===== src/sv/lkp_pkg.sv =====
`timescale 1ns / 1ps
`default_nettype none
// ----------------------------------------------------------------------------
// lkp_pkg: shared types and constants of the led/key panel bus master
// Operation codes, segment kinds, byte selectors, the per-operation segment
// sequence and the item and configuration structs.
// ----------------------------------------------------------------------------
package lkp_pkg;

  // operation codes
  localparam logic [1:0] OP_NONE = 2'd0;
  localparam logic [1:0] OP_SET  = 2'd1;
  localparam logic [1:0] OP_KEYS = 2'd2;
  localparam logic [1:0] OP_OFF  = 2'd3;

  // segment kinds
  localparam logic [1:0] SEG_START = 2'd0;
  localparam logic [1:0] SEG_STOP  = 2'd1;
  localparam logic [1:0] SEG_READ  = 2'd2;
  localparam logic [1:0] SEG_WRITE = 2'd3;

  // byte selectors for write segments
  localparam logic [2:0] WSEL_AUTO  = 3'd0;
  localparam logic [2:0] WSEL_ADDR  = 3'd1;
  localparam logic [2:0] WSEL_WHITE = 3'd2;
  localparam logic [2:0] WSEL_ZERO  = 3'd3;
  localparam logic [2:0] WSEL_RGB   = 3'd4;
  localparam logic [2:0] WSEL_DISP  = 3'd5;
  localparam logic [2:0] WSEL_KEYS  = 3'd6;
  localparam logic [2:0] WSEL_OFF   = 3'd7;

  // configuration register indexes
  localparam logic [2:0] REG_HALF_PERIOD = 3'd0;
  localparam logic [2:0] REG_WRITE_AUTO  = 3'd1;
  localparam logic [2:0] REG_ADDR_ZERO   = 3'd2;
  localparam logic [2:0] REG_DISP_ON     = 3'd3;
  localparam logic [2:0] REG_READ_KEYS   = 3'd4;
  localparam logic [2:0] REG_DISP_OFF    = 3'd5;

  // phase indexes in a segment: last phase, ack phase, and the count of bit phases
  localparam logic [4:0] LAST_PHASE_SHORT = 5'd2;
  localparam logic [4:0] LAST_PHASE_BYTE  = 5'd18;
  localparam logic [4:0] ACK_PHASE        = 5'd17;
  localparam logic [4:0] BIT_PHASES       = 5'd16;

  // classified tick item as it travels through the queue
  typedef struct packed {
    logic [1:0] op;
    logic [4:0] white;
    logic [2:0] rgb;     // rgb mask bits five to three
    logic [2:0] bright;
    logic       dline;
  } lkp_item_t;

  typedef struct packed {
    logic [15:0] half_period;
    logic [7:0]  cmd_write_auto;
    logic [7:0]  cmd_address_zero;
    logic [7:0]  cmd_display_on;
    logic [7:0]  cmd_read_keys;
    logic [7:0]  cmd_display_off;
  } lkp_cfg_t;

  typedef struct packed {
    logic [1:0] kind;
    logic [2:0] wsel;
  } lkp_seg_t;

  // segment at a given step of an operation's sequence
  function automatic lkp_seg_t seq_seg(input logic [1:0] op, input logic [3:0] step);
    lkp_seg_t s;
    s = '{kind: SEG_START, wsel: WSEL_ZERO};
    case (op)
      OP_SET: begin
        case (step)
          4'd0, 4'd3, 4'd10: s = '{kind: SEG_START, wsel: WSEL_ZERO};
          4'd1:              s = '{kind: SEG_WRITE, wsel: WSEL_AUTO};
          4'd2, 4'd9, 4'd12: s = '{kind: SEG_STOP,  wsel: WSEL_ZERO};
          4'd4:              s = '{kind: SEG_WRITE, wsel: WSEL_ADDR};
          4'd5:              s = '{kind: SEG_WRITE, wsel: WSEL_WHITE};
          4'd6, 4'd8:        s = '{kind: SEG_WRITE, wsel: WSEL_ZERO};
          4'd7:              s = '{kind: SEG_WRITE, wsel: WSEL_RGB};
          4'd11:             s = '{kind: SEG_WRITE, wsel: WSEL_DISP};
          default:           s = '{kind: SEG_START, wsel: WSEL_ZERO};
        endcase
      end
      OP_KEYS: begin
        case (step)
          4'd0:    s = '{kind: SEG_START, wsel: WSEL_ZERO};
          4'd1:    s = '{kind: SEG_WRITE, wsel: WSEL_KEYS};
          4'd2:    s = '{kind: SEG_READ,  wsel: WSEL_ZERO};
          default: s = '{kind: SEG_STOP,  wsel: WSEL_ZERO};
        endcase
      end
      OP_OFF: begin
        case (step)
          4'd0:    s = '{kind: SEG_START, wsel: WSEL_ZERO};
          4'd1:    s = '{kind: SEG_WRITE, wsel: WSEL_OFF};
          default: s = '{kind: SEG_STOP,  wsel: WSEL_ZERO};
        endcase
      end
      default: s = '{kind: SEG_START, wsel: WSEL_ZERO};
    endcase
    return s;
  endfunction

  // number of segments of an operation
  function automatic logic [3:0] seq_len(input logic [1:0] op);
    logic [3:0] n;
    case (op)
      OP_SET:  n = 4'd13;
      OP_KEYS: n = 4'd4;
      OP_OFF:  n = 4'd3;
      default: n = 4'd0;
    endcase
    return n;
  endfunction

endpackage
`default_nettype wire


===== src/sv/lkp_front.sv =====
`timescale 1ns / 1ps
`default_nettype none
// ----------------------------------------------------------------------------
// lkp_front: input side of the panel bus master
// Takes tick items, masks the request fields down to the bits in use and
// holds them in a two-entry queue for the bus engine.
// ----------------------------------------------------------------------------
module lkp_front import lkp_pkg::*; (
  input  wire logic       clk,
  input  wire logic       rst_n,
  input  wire logic       in_valid,
  output logic            in_ready,
  input  wire logic [1:0] in_operation,
  input  wire logic [7:0] in_white_mask,
  input  wire logic [7:0] in_rgb_mask,
  input  wire logic [7:0] in_brightness,
  input  wire logic       in_data_line_level,
  output logic            q_valid,
  output lkp_item_t       q_item,
  input  wire logic       q_pop
);

  lkp_item_t  mem_r [2];
  logic       wr_ptr_r, wr_ptr_nxt;
  logic       rd_ptr_r, rd_ptr_nxt;
  logic [1:0] count_r, count_nxt;
  logic       push;
  lkp_item_t  item;

  // classify: keep only the request bits the engine looks at
  always_comb begin
    item.op     = in_operation;
    item.white  = in_white_mask[4:0];
    item.rgb    = in_rgb_mask[5:3];
    item.bright = in_brightness[2:0];
    item.dline  = in_data_line_level;
  end

  assign in_ready = (count_r != 2'd2);
  assign push     = in_valid && in_ready;
  assign q_valid  = (count_r != 2'd0);
  assign q_item   = mem_r[rd_ptr_r];

  // queue pointers and fill count
  always_comb begin
    wr_ptr_nxt = push  ? ~wr_ptr_r : wr_ptr_r;
    rd_ptr_nxt = q_pop ? ~rd_ptr_r : rd_ptr_r;
    count_nxt  = count_r + {1'b0, push} - {1'b0, q_pop};
  end

  always_ff @(posedge clk) begin
    if (!rst_n) begin
      wr_ptr_r <= 1'b0;
      rd_ptr_r <= 1'b0;
      count_r  <= 2'd0;
    end else begin
      wr_ptr_r <= wr_ptr_nxt;
      rd_ptr_r <= rd_ptr_nxt;
      count_r  <= count_nxt;
    end
  end

  // queue storage
  always_ff @(posedge clk) begin
    if (push) begin
      mem_r[wr_ptr_r] <= item;
    end
  end

endmodule
`default_nettype wire


===== src/sv/lkp_engine.sv =====
`timescale 1ns / 1ps
`default_nettype none
// ----------------------------------------------------------------------------
// lkp_engine: bus sequencer of the panel bus master
// Runs one tick per queued item: starts transactions, walks the segment
// sequence and phase timer, samples acknowledges and key bits, and registers
// one result item per tick.
// ----------------------------------------------------------------------------
module lkp_engine import lkp_pkg::*; (
  input  wire logic       clk,
  input  wire logic       rst_n,
  input  wire lkp_cfg_t   cfg,
  input  wire logic       q_valid,
  input  wire lkp_item_t  q_item,
  output logic            q_pop,
  output logic            out_valid,
  input  wire logic       out_ready,
  output logic            out_clock_level,
  output logic            out_data_pull_low,
  output logic            out_busy_res,
  output logic            out_done_res,
  output logic            out_ack_ok,
  output logic [7:0]      out_key_bits
);

  // transaction state
  logic        busy_r, busy_nxt;
  logic [3:0]  step_r, step_nxt;
  logic [4:0]  idx_r, idx_nxt;
  logic [15:0] timer_r, timer_nxt;
  logic [7:0]  shift_r, shift_nxt;
  logic        ack_r, ack_nxt;
  logic [1:0]  line_r, line_nxt;
  logic [1:0]  lop_r;
  logic [4:0]  white_r;
  logic [2:0]  rgb_r;
  logic [2:0]  bright_r;

  // result register
  logic        out_valid_r, out_valid_nxt;
  logic [1:0]  res_line_r;
  logic        res_busy_r, res_done_r, res_ack_r;
  logic [7:0]  res_keys_r;

  // tick datapath
  logic        start, active;
  logic [1:0]  lop_e;
  logic [4:0]  white_e;
  logic [2:0]  rgb_e, bright_e;
  logic [3:0]  step_e, step_inc;
  logic [4:0]  idx_e;
  logic [15:0] timer_e, timer_dec, period;
  logic [7:0]  shift_e;
  logic        ack_e;
  lkp_seg_t    seg;
  logic [7:0]  wval;
  logic        wbit;
  logic        clk_lvl, pull;
  logic        sample_ack, sample_rd;
  logic        phase_end, seg_end, fin;
  logic        done;
  logic [7:0]  keys;

  assign q_pop = q_valid && (!out_valid_r || out_ready);

  assign period = (cfg.half_period == 16'd0) ? 16'd1 : cfg.half_period;

  // pick current or freshly latched transaction context
  always_comb begin
    start    = !busy_r && (q_item.op != OP_NONE);
    active   = busy_r || start;
    lop_e    = start ? q_item.op     : lop_r;
    white_e  = start ? q_item.white  : white_r;
    rgb_e    = start ? q_item.rgb    : rgb_r;
    bright_e = start ? q_item.bright : bright_r;
    step_e   = start ? 4'd0          : step_r;
    idx_e    = start ? 5'd0          : idx_r;
    timer_e  = start ? period        : timer_r;
    shift_e  = start ? 8'd0          : shift_r;
    ack_e    = start ? 1'b1          : ack_r;
  end

  // byte being written in the current segment
  always_comb begin
    seg = seq_seg(lop_e, step_e);
    case (seg.wsel)
      WSEL_AUTO:  wval = cfg.cmd_write_auto;
      WSEL_ADDR:  wval = cfg.cmd_address_zero;
      WSEL_WHITE: wval = {3'b000, white_e};
      WSEL_RGB:   wval = {2'b00, rgb_e, 3'b000};
      WSEL_DISP:  wval = cfg.cmd_display_on | {5'b00000, bright_e};
      WSEL_KEYS:  wval = cfg.cmd_read_keys;
      WSEL_OFF:   wval = cfg.cmd_display_off;
      default:    wval = 8'h00;
    endcase
    wbit = wval[idx_e[3:1]];
  end

  // line levels and sample points of the current phase
  always_comb begin
    clk_lvl    = 1'b0;
    pull       = 1'b0;
    sample_ack = 1'b0;
    sample_rd  = 1'b0;
    case (seg.kind)
      SEG_START: begin
        clk_lvl = (idx_e == 5'd0) || (idx_e == 5'd1);
        pull    = (idx_e != 5'd0);
      end
      SEG_STOP: begin
        clk_lvl = (idx_e != 5'd0);
        pull    = (idx_e == 5'd0) || (idx_e == 5'd1);
      end
      default: begin
        if (idx_e < BIT_PHASES) begin
          clk_lvl = idx_e[0];
          if (seg.kind == SEG_READ) begin
            sample_rd = idx_e[0];
          end else begin
            pull = ~wbit;
          end
        end else if (idx_e == ACK_PHASE) begin
          clk_lvl    = 1'b1;
          sample_ack = (seg.kind == SEG_WRITE);
        end
      end
    endcase
  end

  // phase timer, phase and segment advance, completion
  always_comb begin
    timer_dec = timer_e - {15'd0, timer_e != 16'd0};
    phase_end = (timer_dec == 16'd0);
    seg_end   = (seg.kind == SEG_START || seg.kind == SEG_STOP) ?
                (idx_e == LAST_PHASE_SHORT) : (idx_e == LAST_PHASE_BYTE);
    step_inc  = step_e + 4'd1;

    busy_nxt  = busy_r;
    step_nxt  = step_r;
    idx_nxt   = idx_r;
    timer_nxt = timer_r;
    shift_nxt = shift_r;
    ack_nxt   = ack_r;
    line_nxt  = line_r;
    fin       = 1'b0;
    done      = 1'b0;
    keys      = 8'd0;

    if (active) begin
      busy_nxt  = 1'b1;
      step_nxt  = step_e;
      idx_nxt   = idx_e;
      timer_nxt = timer_dec;
      shift_nxt = shift_e;
      ack_nxt   = ack_e;
      line_nxt  = {clk_lvl, pull};
      if (phase_end) begin
        ack_nxt   = ack_e & ~(sample_ack & q_item.dline);
        shift_nxt = shift_e | ({7'd0, sample_rd & q_item.dline} << idx_e[3:1]);
        if (seg_end) begin
          idx_nxt  = 5'd0;
          step_nxt = step_inc;
          fin      = (step_inc >= seq_len(lop_e));
        end else begin
          idx_nxt  = idx_e + 5'd1;
        end
        if (fin) begin
          busy_nxt = 1'b0;
          step_nxt = 4'd0;
          done     = 1'b1;
          keys     = (lop_e == OP_KEYS) ? shift_nxt : 8'd0;
        end else begin
          timer_nxt = period;
        end
      end
    end
  end

  assign out_valid_nxt = q_pop || (out_valid_r && !out_ready);

  // control state
  always_ff @(posedge clk) begin
    if (!rst_n) begin
      busy_r      <= 1'b0;
      step_r      <= 4'd0;
      idx_r       <= 5'd0;
      timer_r     <= 16'd0;
      shift_r     <= 8'd0;
      ack_r       <= 1'b1;
      line_r      <= 2'b10;
      out_valid_r <= 1'b0;
    end else begin
      out_valid_r <= out_valid_nxt;
      if (q_pop) begin
        busy_r  <= busy_nxt;
        step_r  <= step_nxt;
        idx_r   <= idx_nxt;
        timer_r <= timer_nxt;
        shift_r <= shift_nxt;
        ack_r   <= ack_nxt;
        line_r  <= line_nxt;
      end
    end
  end

  // latched request and result payload
  always_ff @(posedge clk) begin
    if (q_pop) begin
      if (start) begin
        lop_r    <= q_item.op;
        white_r  <= q_item.white;
        rgb_r    <= q_item.rgb;
        bright_r <= q_item.bright;
      end
      res_line_r <= line_nxt;
      res_busy_r <= busy_nxt;
      res_done_r <= done;
      res_ack_r  <= done & ack_nxt;
      res_keys_r <= keys;
    end
  end

  assign out_valid         = out_valid_r;
  assign out_clock_level   = res_line_r[1];
  assign out_data_pull_low = res_line_r[0];
  assign out_busy_res      = res_busy_r;
  assign out_done_res      = res_done_r;
  assign out_ack_ok        = res_ack_r;
  assign out_key_bits      = res_keys_r;

endmodule
`default_nettype wire


===== src/sv/led_key_panel_bus_master.sv =====
`timescale 1ns / 1ps
`default_nettype none
// A tick item's result shows once the item has passed the input queue
// storage and then the result register.
// Throughput: one tick item per cycle while out_ready is high, set by the single-tick bus engine.
// Reset (synchronous, rst_n low): queue empty, engine idle, clock line high,
// data released, configuration registers back to their defaults.
// ----------------------------------------------------------------------------
// led_key_panel_bus_master: two-wire led/key panel bus master
// Front queue of tick items, bus engine with a result register, and the
// configuration registers.
// ----------------------------------------------------------------------------
module led_key_panel_bus_master import lkp_pkg::*; (
  input  wire logic        clk,
  input  wire logic        rst_n,
  input  wire logic        in_valid,
  output logic             in_ready,
  input  wire logic [1:0]  in_operation,
  input  wire logic [7:0]  in_white_mask,
  input  wire logic [7:0]  in_rgb_mask,
  input  wire logic [7:0]  in_brightness,
  input  wire logic        in_data_line_level,
  output logic             out_valid,
  input  wire logic        out_ready,
  output logic             out_clock_level,
  output logic             out_data_pull_low,
  output logic             out_busy_res,
  output logic             out_done_res,
  output logic             out_ack_ok,
  output logic [7:0]       out_key_bits,
  input  wire logic        cfg_valid,
  output logic             cfg_ready,
  input  wire logic [2:0]  cfg_index,
  input  wire logic [15:0] cfg_data
);

  lkp_cfg_t  cfg_r;
  logic      q_valid, q_pop;
  lkp_item_t q_item;

  assign cfg_ready = 1'b1;

  // configuration registers
  always_ff @(posedge clk) begin
    if (!rst_n) begin
      cfg_r.half_period      <= 16'd100;
      cfg_r.cmd_write_auto   <= 8'h40;
      cfg_r.cmd_address_zero <= 8'hC0;
      cfg_r.cmd_display_on   <= 8'h88;
      cfg_r.cmd_read_keys    <= 8'h42;
      cfg_r.cmd_display_off  <= 8'h80;
    end else if (cfg_valid) begin
      case (cfg_index)
        REG_HALF_PERIOD: cfg_r.half_period      <= cfg_data;
        REG_WRITE_AUTO:  cfg_r.cmd_write_auto   <= cfg_data[7:0];
        REG_ADDR_ZERO:   cfg_r.cmd_address_zero <= cfg_data[7:0];
        REG_DISP_ON:     cfg_r.cmd_display_on   <= cfg_data[7:0];
        REG_READ_KEYS:   cfg_r.cmd_read_keys    <= cfg_data[7:0];
        REG_DISP_OFF:    cfg_r.cmd_display_off  <= cfg_data[7:0];
        default:         cfg_r <= cfg_r;
      endcase
    end
  end

  // input side and queue
  lkp_front u_front (
    .clk                (clk),
    .rst_n              (rst_n),
    .in_valid           (in_valid),
    .in_ready           (in_ready),
    .in_operation       (in_operation),
    .in_white_mask      (in_white_mask),
    .in_rgb_mask        (in_rgb_mask),
    .in_brightness      (in_brightness),
    .in_data_line_level (in_data_line_level),
    .q_valid            (q_valid),
    .q_item             (q_item),
    .q_pop              (q_pop)
  );

  // bus engine
  lkp_engine u_engine (
    .clk               (clk),
    .rst_n             (rst_n),
    .cfg               (cfg_r),
    .q_valid           (q_valid),
    .q_item            (q_item),
    .q_pop             (q_pop),
    .out_valid         (out_valid),
    .out_ready         (out_ready),
    .out_clock_level   (out_clock_level),
    .out_data_pull_low (out_data_pull_low),
    .out_busy_res      (out_busy_res),
    .out_done_res      (out_done_res),
    .out_ack_ok        (out_ack_ok),
    .out_key_bits      (out_key_bits)
  );

endmodule
`default_nettype wire


===== config.mk =====
export PLATFORM = sky130hd
export DESIGN_NAME = led_key_panel_bus_master
export DESIGN_NICKNAME = d
export VERILOG_FILES = /design/src/sv/lkp_pkg.sv /design/src/sv/lkp_front.sv /design/src/sv/lkp_engine.sv /design/src/sv/led_key_panel_bus_master.sv
export SDC_FILE = /design/constraint.sdc
export NUM_CORES = 1
export LEC_CHECK = 0
export BUFFER_PORTS_ARGS = -buffer_cell sky130_fd_sc_hd__buf_2
export CAP_MARGIN = 20
export CORE_ASPECT_RATIO = 0.7
export CORE_MARGIN = 4
export CORE_UTILIZATION = 50
export DETAILED_ROUTE_END_ITERATION = 12
export PLACE_DENSITY_LB_ADDON = 0.15
export SLEW_MARGIN = 10
export SYNTH_ARGS = -nofsm -noshare
export SYNTH_HDL_FRONTEND = slang
export SYNTH_SLANG_ARGS = --single-unit

===== constraint.sdc =====
create_clock -name clk -period 7.7 [get_ports clk]
set_clock_uncertainty 0.15 [all_clocks]
set_input_delay 0.385 -clock clk [delete_from_list [all_inputs] [get_ports clk]]
set_output_delay 0.385 -clock clk [all_outputs]
set_load 0.05 [all_outputs]

Word level (Yosys, flattened, before mapping) --
Memories as Yosys holds them, arrays and structs flattened. A register that Yosys moved wholly into a read port is not among the register bits. Cells that the tools add are included.
Cells by class: add/sub/neg operators 5, multipliers 0, shifts and indexed selects 1, divide/modulo/power cells 0, reduce and logical (&&, ||, !) cells 32, bitwise logic cells 10, magnitude comparators 3, multiplexer cells 57, equal/unequal tests 24
Operators by type and width (count):
- $mux 16 | 4
- $pmux 8 s7 | 1
- $logic_not 16->1 | 2
- $pmux 5 s3 | 2
- $mux 1 | 28
- $mux 4 | 7
- $mux 5 | 4
- $eq 3x3->1 const B | 6
- $mux 8 | 2
- $reduce_bool 16->1 | 1
- $sub 16x1->16 | 1
- $reduce_and 2->1 | 7
- $pmux 4 s3 | 1
- $eq 5x5->1 const B | 2
- $pmux 5 s2 | 1
- $eq 3x2->1 const B | 3
- $eq 2x2->1 const B | 4
- $or 8x3->8 | 1
- $or 8x8->8 | 1
- $shl 1x3->8 | 1
- $eq 3x1->1 const B | 2
- $logic_not 3->1 | 2
- $mux 3 | 2
- $add 5x1->5 const B | 1
- 27 further kinds | 46
Storage, ports and cells: flip-flop bits (word level) 124, output and inout port bits 16, input bits 51, ROM bits 80, latch bits 0, logic and storage cells 160, memory bits (writable) 28, memories 2
Memories:
- (no name shown) | depth 16, width 5, read ports 1, clocked after memory_dff 0, wr ports 0, line lkp_pkg.sv:75 | case (step)
- u_front.mem_r | depth 2, width 14, read ports 1, clocked after memory_dff 1, wr ports 1, line lkp_front.sv:23 | lkp_item_t mem_r [2];

Depth between registers and ports, before layout --
Gate-level depths: netlist (run 1).
word-level depth 20, gate-level depth with buffers 27, depth with buffers taken out 17

Modules after synthesis --
A second synthesis (run 1) with hierarchy kept.
Unflattened totals: cells, all modules 913, area total of the unflattened synthesis 8485.6 sq um
By module, submodules not included:
- lkp_engine | seq. area each 1541.5 sq um, area each 5024.8 sq um, times used 1, cells each 627
- led_key_panel_bus_master | seq. area each 1121.1 sq um, area each 2188.3 sq um, times used 1, cells each 215
- lkp_front | seq. area each 940.9 sq um, area each 1272.5 sq um, times used 1, cells each 71

Worst setup path before layout (run 1) --
OpenSTA, ideal clock, no wires.
path type register to register, start register (tool-made name), end register u_engine.timer_r[2], required time 7.476 ns, cell stages (with the launch flop) 27, period minus slack after synthesis 5.463 ns, path buffers 11, slack 2.237 ns, arrival time 5.238 ns, library setup time 0.074 ns, cells stage by stage dfxtp_1 buf_6 nor3b_2 or3_1 buf_6 buf_2 buf_2 clkbuf_1 clkbuf_1 buf_1 nor2_1 a21oi_1 ha_1 ha_1 clkbuf_2 or3b_2 nor4_1 xor2_1 nor4b_1 a31o_1 and4bb_2 clkbuf_2 and4_4 buf_6 buf_6 nand2_1 a31oi_1
RTL lines:
- end signal, assigned | line lkp_engine.sv:198 | timer_r <= timer_nxt;
- end, declared | line lkp_engine.sv:30 | logic [15:0] timer_r, timer_nxt;

==> results of run 1 <==
[report_power, final]
group | internal [mW] | switching, mW
Combinational | 0.479 | 0.919
Clock | 0.449 | 0.375
Sequential | 1.01 | 0.0903
[final cells by class]
| class | count | share of cell area |
|---|---|---|
| clock buffers | 19 | 0.0483 |
| clock inverters | 13 | 0.0133 |
| inverters | 23 | 0.00917 |
| multi-input cells | 716 | 0.468 |
| flip-flops and latches | 153 | 0.383 |
| well taps | 225 | 0.0299 |
| repair buffers | 73 | 0.0481 |
[worst reg2reg max path, stage by stage (launching register included)]
cell,delay (ns)
sky130_fd_sc_hd__dfxtp_1,0.31
sky130_fd_sc_hd__buf_4,0.26
sky130_fd_sc_hd__nor3b_2,0.47
sky130_fd_sc_hd__or3_2,0.46
sky130_fd_sc_hd__mux2i_1,0.42
sky130_fd_sc_hd__nand2b_1,0.18
sky130_fd_sc_hd__nor2_1,0.05
sky130_fd_sc_hd__nand3_1,0.09
sky130_fd_sc_hd__ha_1,0.31
sky130_fd_sc_hd__ha_1,0.40
sky130_fd_sc_hd__or3b_2,0.54
sky130_fd_sc_hd__nor4_1,0.41
sky130_fd_sc_hd__xor2_1,0.13
sky130_fd_sc_hd__nor4b_1,0.32
sky130_fd_sc_hd__a31o_1,0.19
sky130_fd_sc_hd__and4bb_2,0.33
sky130_fd_sc_hd__and4_1,0.43
sky130_fd_sc_hd__a21oi_1,0.12
sky130_fd_sc_hd__nor3_1,0.19
[kinds of logic (layout without fill, tap and decap cells)]
family	after synthesis	after routing	share of synthesized area
AO/OA/AOI/OAI	238	238	0.192
AND/OR/NAND/NOR	389	389	0.225
adder cells (fa/ha/maj)	19	19	0.0284
multiplexers	41	41	0.0510
flip-flops	153	153	0.431
XOR/XNOR	28	28	0.0293
other	1	1	0.000449
buffers and inverters	82	128	0.0430
[Yosys cell counts (all sizes together) (22+ instances only)]
cell | n | share of area
o21ai | 45 | 0.027
nand2 | 180 | 0.081
nand3 | 36 | 0.022
inv | 23 | 0.010
a21boi | 49 | 0.044
nor2 | 52 | 0.023
clkbuf | 45 | 0.021
dfxtp | 99 | 0.24
mux2i | 28 | 0.034
edfxtp | 54 | 0.19
a31oi | 22 | 0.016
a21oi | 42 | 0.025
[routing by layer]
metal,wire [µm],GRT usage
met1,10800,0.373
met2,8390,0.316
met3,1640,0.0497
met4,187,0.0480
met5,0,0
[worst paths after layout]
kind	end	depth (start not counted)
setup / recovery	u_engine.idx_r[2]	18
hold reg to reg	cfg_r[10]	2
hold / removal	cfg_r[52]	3
setup reg to reg	u_engine.idx_r[2]	18
[metrics by stage]
step                setup slack (ns)  instance area [µm²]
finish                          1.86                 9410
global placement                1.99                 8690
detailed placement              2.01                 8690
CTS                             1.95                 9410
floorplan                       2.24                 8360
global route                    1.38                 9410
[flip-flops by register name, summed over array words and instances, names as in the netlist, 3 cells and up, named ones only]
register,count
cfg_r,56
u_engine.bright_r,3
u_engine.idx_r,5
u_engine.out_key_bits,8
u_engine.rgb_r,3
u_engine.shift_r,8
u_engine.step_r,4
u_engine.timer_r,16
u_engine.white_r,5
u_front.mem_r,28
[repair_timing]
action / 4_1_cts / 5_1_grt
gates resized for setup: 0 / 0
hold endpoints to repair: 28 / 0
hold buffers: 14 / 0
==> impl_metrics.yaml, run 1 <==
critical_path:
  critPathArrivalTime_ns: 6.04
  r2r_setup_slack_ns: 1.86
  crit_path_cell_trace: "buf_4, nor3b_2, or3_2, mux2i_1, nand2b_1, nor2_1, nand3_1, ha_1, ha_1, or3b_2, nor4_1, xor2_1, nor4b_1, a31o_1, and4bb_2, and4_1, a21oi_1, nor3_1"
  cp_data_required_time_ns: 7.90
  most_frequent_cell_on_the_critical_path: "sky130_fd_sc_hd__ha_1"
  critical-path-top-delay-family: "simple AND/OR/NAND/NOR gates"
  worstSetupEndpointType: "flop"
  path_max_fanout: 16
  cp-start-kind: "flop"
  cp_slowest_cell: "sky130_fd_sc_hd__or3b_2"
  crit_buf_inv: 1
  critical_path.max_stage_delay_ns: 0.54
  criticalPathCategory: "reg -> reg"
placed_design:
  io_buffer_count: 52
  dpl.hpwl_mm: 14.5
  post_place_cells: 1176
  finalWeightedCongestion: 0.931
logic_synthesis:
  syn_area_um2: 8360
  synth_ff_type: "sky130_fd_sc_hd__dfxtp_1"
  mappedNetlistNets: 1021
  post_synth.cell_area_avg_um2: 8.79
  ys_warns: 0
  ys_types: 81
  postSynthCellCount: 951
  synth.yosys.seq_area_share: 0.431
  yosys_register_bits: 153
  asyncSetResetFlopFracSynth: 0
  synth-edff-count: 54
die:
  dieHeight_um: 116
  initial_core_util: 0.511
  placeableCoreArea_um2: 16300
  fp-row-count: 39
  die_outline_area_um2: 18900
  boundaryPins: 67
  die_width_um: 163
detailed_routing:
  wl_per_cell_um: 17.2
  detail_route.first_pass.iterations: 5
  initialDrtViolationCount: 673
  drt.antenna.violating_nets: 0
  post-route-drc-count: 0
  number_of_vias_per_cell: 5.80
  finalWirelength_mm: 21.0
  detailroute.via_count: 7092
final_layout:
  seq_area_um2: 3600
  n_antenna_cell: 0
  final_util: 0.576
  nets: 1054
  layoutNonFillerInstCount: 1222
  multi_input_area_um2: 4410
  final.fill_count: 1491
  final_common_cell: "sky130_fd_sc_hd__nand2_1"
  drive_gt1_frac: 0.125
  syn2layout_area_growth_pct: 12.6
  layout.cells.most_common_list: "sky130_fd_sc_hd__nand2_1 (179), sky130_fd_sc_hd__dfxtp_1 (99), sky130_fd_sc_hd__edfxtp_1 (54)"
timing:
  finalCritPeriodShare: 0.758
  relSlewSlack: 0.357
  setup_repair_after_global_routing_missed_its_margin: "false"
  final-setup-viol-count: 0
  highest_clock_frequency_the_design_can_meet_mhz: 171
  hold_ws_ns: 0.0455
  setup_tns_ns: 0
  least_margin_pin_slew_ns: 0.964
  layout_min_cycle_time_ns: 5.84
  slew_viol_final: 0
  number_of_endpoints_with_negative_hold_slack_in_the_final_report: 0
pwr:
  p_per_area_nw_per_um2: 353
  power.total_mw: 3.32
  vdd.ir_drop.worst_mv: 0.152
  leakagePower_nw: 3.47
global_route:
  grt_pass1_wl_mm: 34.8
  first_global_vias: 6381
  grt_start_max_net_pins: 103
  global_route.overflow_total: 0
  global_route.usage.total: 0.232
  grt_antenna_before_repair: 0
run:
  maxCapViolCount: 0
run_status:
  run_status: "finished clean"
clock_network:
  cts.htree.levels: 4
  clkSlewWorstSetupHoldPaths_ns: 0.07
  clock_tree_from_tritoncts: "done"
  cts_sinks: 153
  clk_root_buffer_cell: "sky130_fd_sc_hd__clkbuf_16"
  worst_skew_pair.late_latency_ns: 0.43
  cts_setup_buffers: 0
  clock_path_buffers: 2
  cts_made_buffers: 17
worst_hold_path:
  hold_class: "in -> reg"
  hold_start: "cfg_data[12]"
(Power assumes the default switching activity.)
==> run 2, diff against run 1 <==
==> constraint.sdc (replaced) <==
create_clock -name clk -period 4.7 [get_ports clk]
set_clock_uncertainty 0.15 [all_clocks]
set_input_delay 0.235 -clock clk [delete_from_list [all_inputs] [get_ports clk]]
set_output_delay 0.235 -clock clk [all_outputs]
set_load 0.05 [all_outputs]
==> run 2 against run 1 <==
  * Core utilization up 3.7 points
  * Critical path type unchanged
  * Register-to-register slack worse by 1.6 ns
  * Clock-buffer cell count did not move
  * Non-clock buffer count is 49 higher
  * Highest routed layer unchanged
  * Largest power group unchanged
==> impl_metrics.yaml, run 2 (synthesized netlist as in run 1, its figures left out) <==
run_status:
  run_status: "finished clean"
placed_design:
  io_buffer_count: 52
  post_place_cells: 1204
  dpl.hpwl_mm: 15.7
  finalWeightedCongestion: 0.952
detailed_routing:
  detailroute.via_count: 7330
  finalWirelength_mm: 22.5
  drt.antenna.violating_nets: 0
  number_of_vias_per_cell: 5.76
  initialDrtViolationCount: 655
  post-route-drc-count: 0
  detail_route.first_pass.iterations: 5
  wl_per_cell_um: 17.7
clock_network:
  clk_root_buffer_cell: "sky130_fd_sc_hd__clkbuf_16"
  cts.htree.levels: 4
  clock_tree_from_tritoncts: "done"
  clkSlewWorstSetupHoldPaths_ns: 0.06
  cts_sinks: 153
  cts_made_buffers: 17
  clock_path_buffers: 2
  worst_skew_pair.late_latency_ns: 0.43
critical_path:
  criticalPathCategory: "reg -> reg"
  rr_worst_depth: 17
  r2r_setup_slack_ns: 0.22
  critPathArrivalTime_ns: 4.68
  cp-start-kind: "flop"
  crit_end: "u_engine.shift_r[6]"
  path_max_fanout: 19
  worstSetupEndpointType: "flop"
  crit-reg2reg-capture: "u_engine.shift_r[6]"
  cp_data_required_time_ns: 4.89
timing:
  relSlewSlack: 0.497
  least_margin_pin_slew_ns: 0.745
  layout_min_cycle_time_ns: 4.48
  number_of_endpoints_with_negative_hold_slack_in_the_final_report: 0
  highest_clock_frequency_the_design_can_meet_mhz: 223
  setup_tns_ns: 0
  slew_viol_final: 0
  final-setup-viol-count: 0
  hold_ws_ns: 0.0423
  finalCritPeriodShare: 0.954
die:
  die_width_um: 163
  die_outline_area_um2: 18900
  dieHeight_um: 116
  placeableCoreArea_um2: 16300
  initial_core_util: 0.511
  boundaryPins: 67
  fp-row-count: 39
global_route:
  first_global_vias: 6610
  globalRouteMet3Util: 0.0519
  grt_start_max_net_pins: 71
  grtUsageMet1: 0.365
  global_route.overflow_total: 0
  global_route.usage.total: 0.237
  globalRoute.busiestLayer: "met1"
  grt_antenna_before_repair: 0
  met2_capacity_usage_during_global_routing: 0.335
  grt_pass1_wl_mm: 35.4
run:
  maxCapViolCount: 0
final_layout:
  reg_top3: "cfg_r: 56 flops, u_front.mem_r: 28 flops, u_engine.timer_r: 16 flops"
  drive_gt1_frac: 0.171
  nets: 1104
  layoutNonFillerInstCount: 1272
  regMostFlops: "cfg_r"
  n_antenna_cell: 0
  final.fill_count: 1417
  largest_register_ff_count: 56
  final_util: 0.613
  syn2layout_area_growth_pct: 19.8
  final_common_cell: "sky130_fd_sc_hd__nand2_1"
  layout.cells.most_common_list: "sky130_fd_sc_hd__nand2_1 (179), sky130_fd_sc_hd__dfxtp_1 (98), sky130_fd_sc_hd__edfxtp_1 (54)"
pwr:
  vdd.ir_drop.worst_mv: 0.234
  leakagePower_nw: 3.73
  p_per_area_nw_per_um2: 580
worst_hold_path:
  worstHoldPathCells: 3
  hold_class: "in -> reg"
run 2: cell types whose count changed in the layout (fill, tap and decap cells not counted), sizes merged:
cell | previous run | this run
dlygate4sd3 | 14 | 30
and4 | 4 | 5
clkinv | 3 | 2
buf | 59 | 92
bufinv | 0 | 1
run 2: how the worst min path moves through the flow:
stage,from,endpoint,slack (ns)
after floorplan,in_data_line_level,u_front.mem_r[0][0],0.18
final,out_ready,u_engine.out_valid,0.04
after global placement,in_brightness[2],u_front.mem_r[1][3],0.27
after CTS,out_ready,u_engine.out_valid,0.03
after global routing,out_ready,u_engine.out_valid,0.04
after detailed placement,in_operation[1],u_front.mem_r[0][13],0.28
run 2: final cells by class:
cell class	count	area (µm²)	share of cell area
Multi-Input combinational cell	717	4570	0.456
Timing Repair Buffer	122	877	0.0876
Sequential cell	153	3600	0.360
Inverter	23	86.3	0.00862
Clock inverter	13	145	0.0145
Tap cell	225	282	0.0281
Clock buffer	19	453	0.0452
run 2: timing repair:
action | in CTS | in global routing
endpoints found under the setup margin | 0 | 48
hold buffers | 30 | 0
endpoints found under the hold margin | 70 | 0
setup buffers | 0 | 4
gates resized for setup | 0 | 18
run 2: routing by layer:
metal / up-vias / share of wire
met3: 23 / 0.069
met1: 3449 / 0.51
met4: 0 / 0.015
met2: 256 / 0.41
li1: 3602 / -
met5: - / 0
run 2: where the power goes:
group,switching (mW),total [mW],internal (mW)
Clock,0.603,1.39,0.782
Sequential,0.158,1.82,1.66
Combinational,1.62,2.61,0.986
run 2: through the flow:
step           cell area, µm²  setup WS (ns)  power (mW)
2_1_floorplan            8500       0.000414        3.65
3_3_place_gp             8980          0.138        4.29
3_5_place_dp             8980         0.0846        4.30
4_1_cts                  9880         0.0198        5.71
5_1_grt                 10000       -0.00607        6.14
6_report                10000          0.215        5.81
run 2: critical path: stages, from the launching register on:
cell and delay (ns):
sky130_fd_sc_hd__dfxtp_2 0.36, sky130_fd_sc_hd__nor3b_4 0.18, sky130_fd_sc_hd__or3_2 0.50, sky130_fd_sc_hd__buf_4 0.26, sky130_fd_sc_hd__nor2_4 0.13, sky130_fd_sc_hd__a21oi_2 0.06
sky130_fd_sc_hd__nand3_2 0.11, sky130_fd_sc_hd__ha_4 0.19, sky130_fd_sc_hd__ha_4 0.19, sky130_fd_sc_hd__or3b_4 0.44, sky130_fd_sc_hd__nor4_2 0.18, sky130_fd_sc_hd__xor2_1 0.16
sky130_fd_sc_hd__nor4b_2 0.29, sky130_fd_sc_hd__a31o_1 0.18, sky130_fd_sc_hd__and4bb_4 0.32, sky130_fd_sc_hd__nand4_1 0.21, sky130_fd_sc_hd__or2_1 0.28, sky130_fd_sc_hd__a21boi_0 0.18
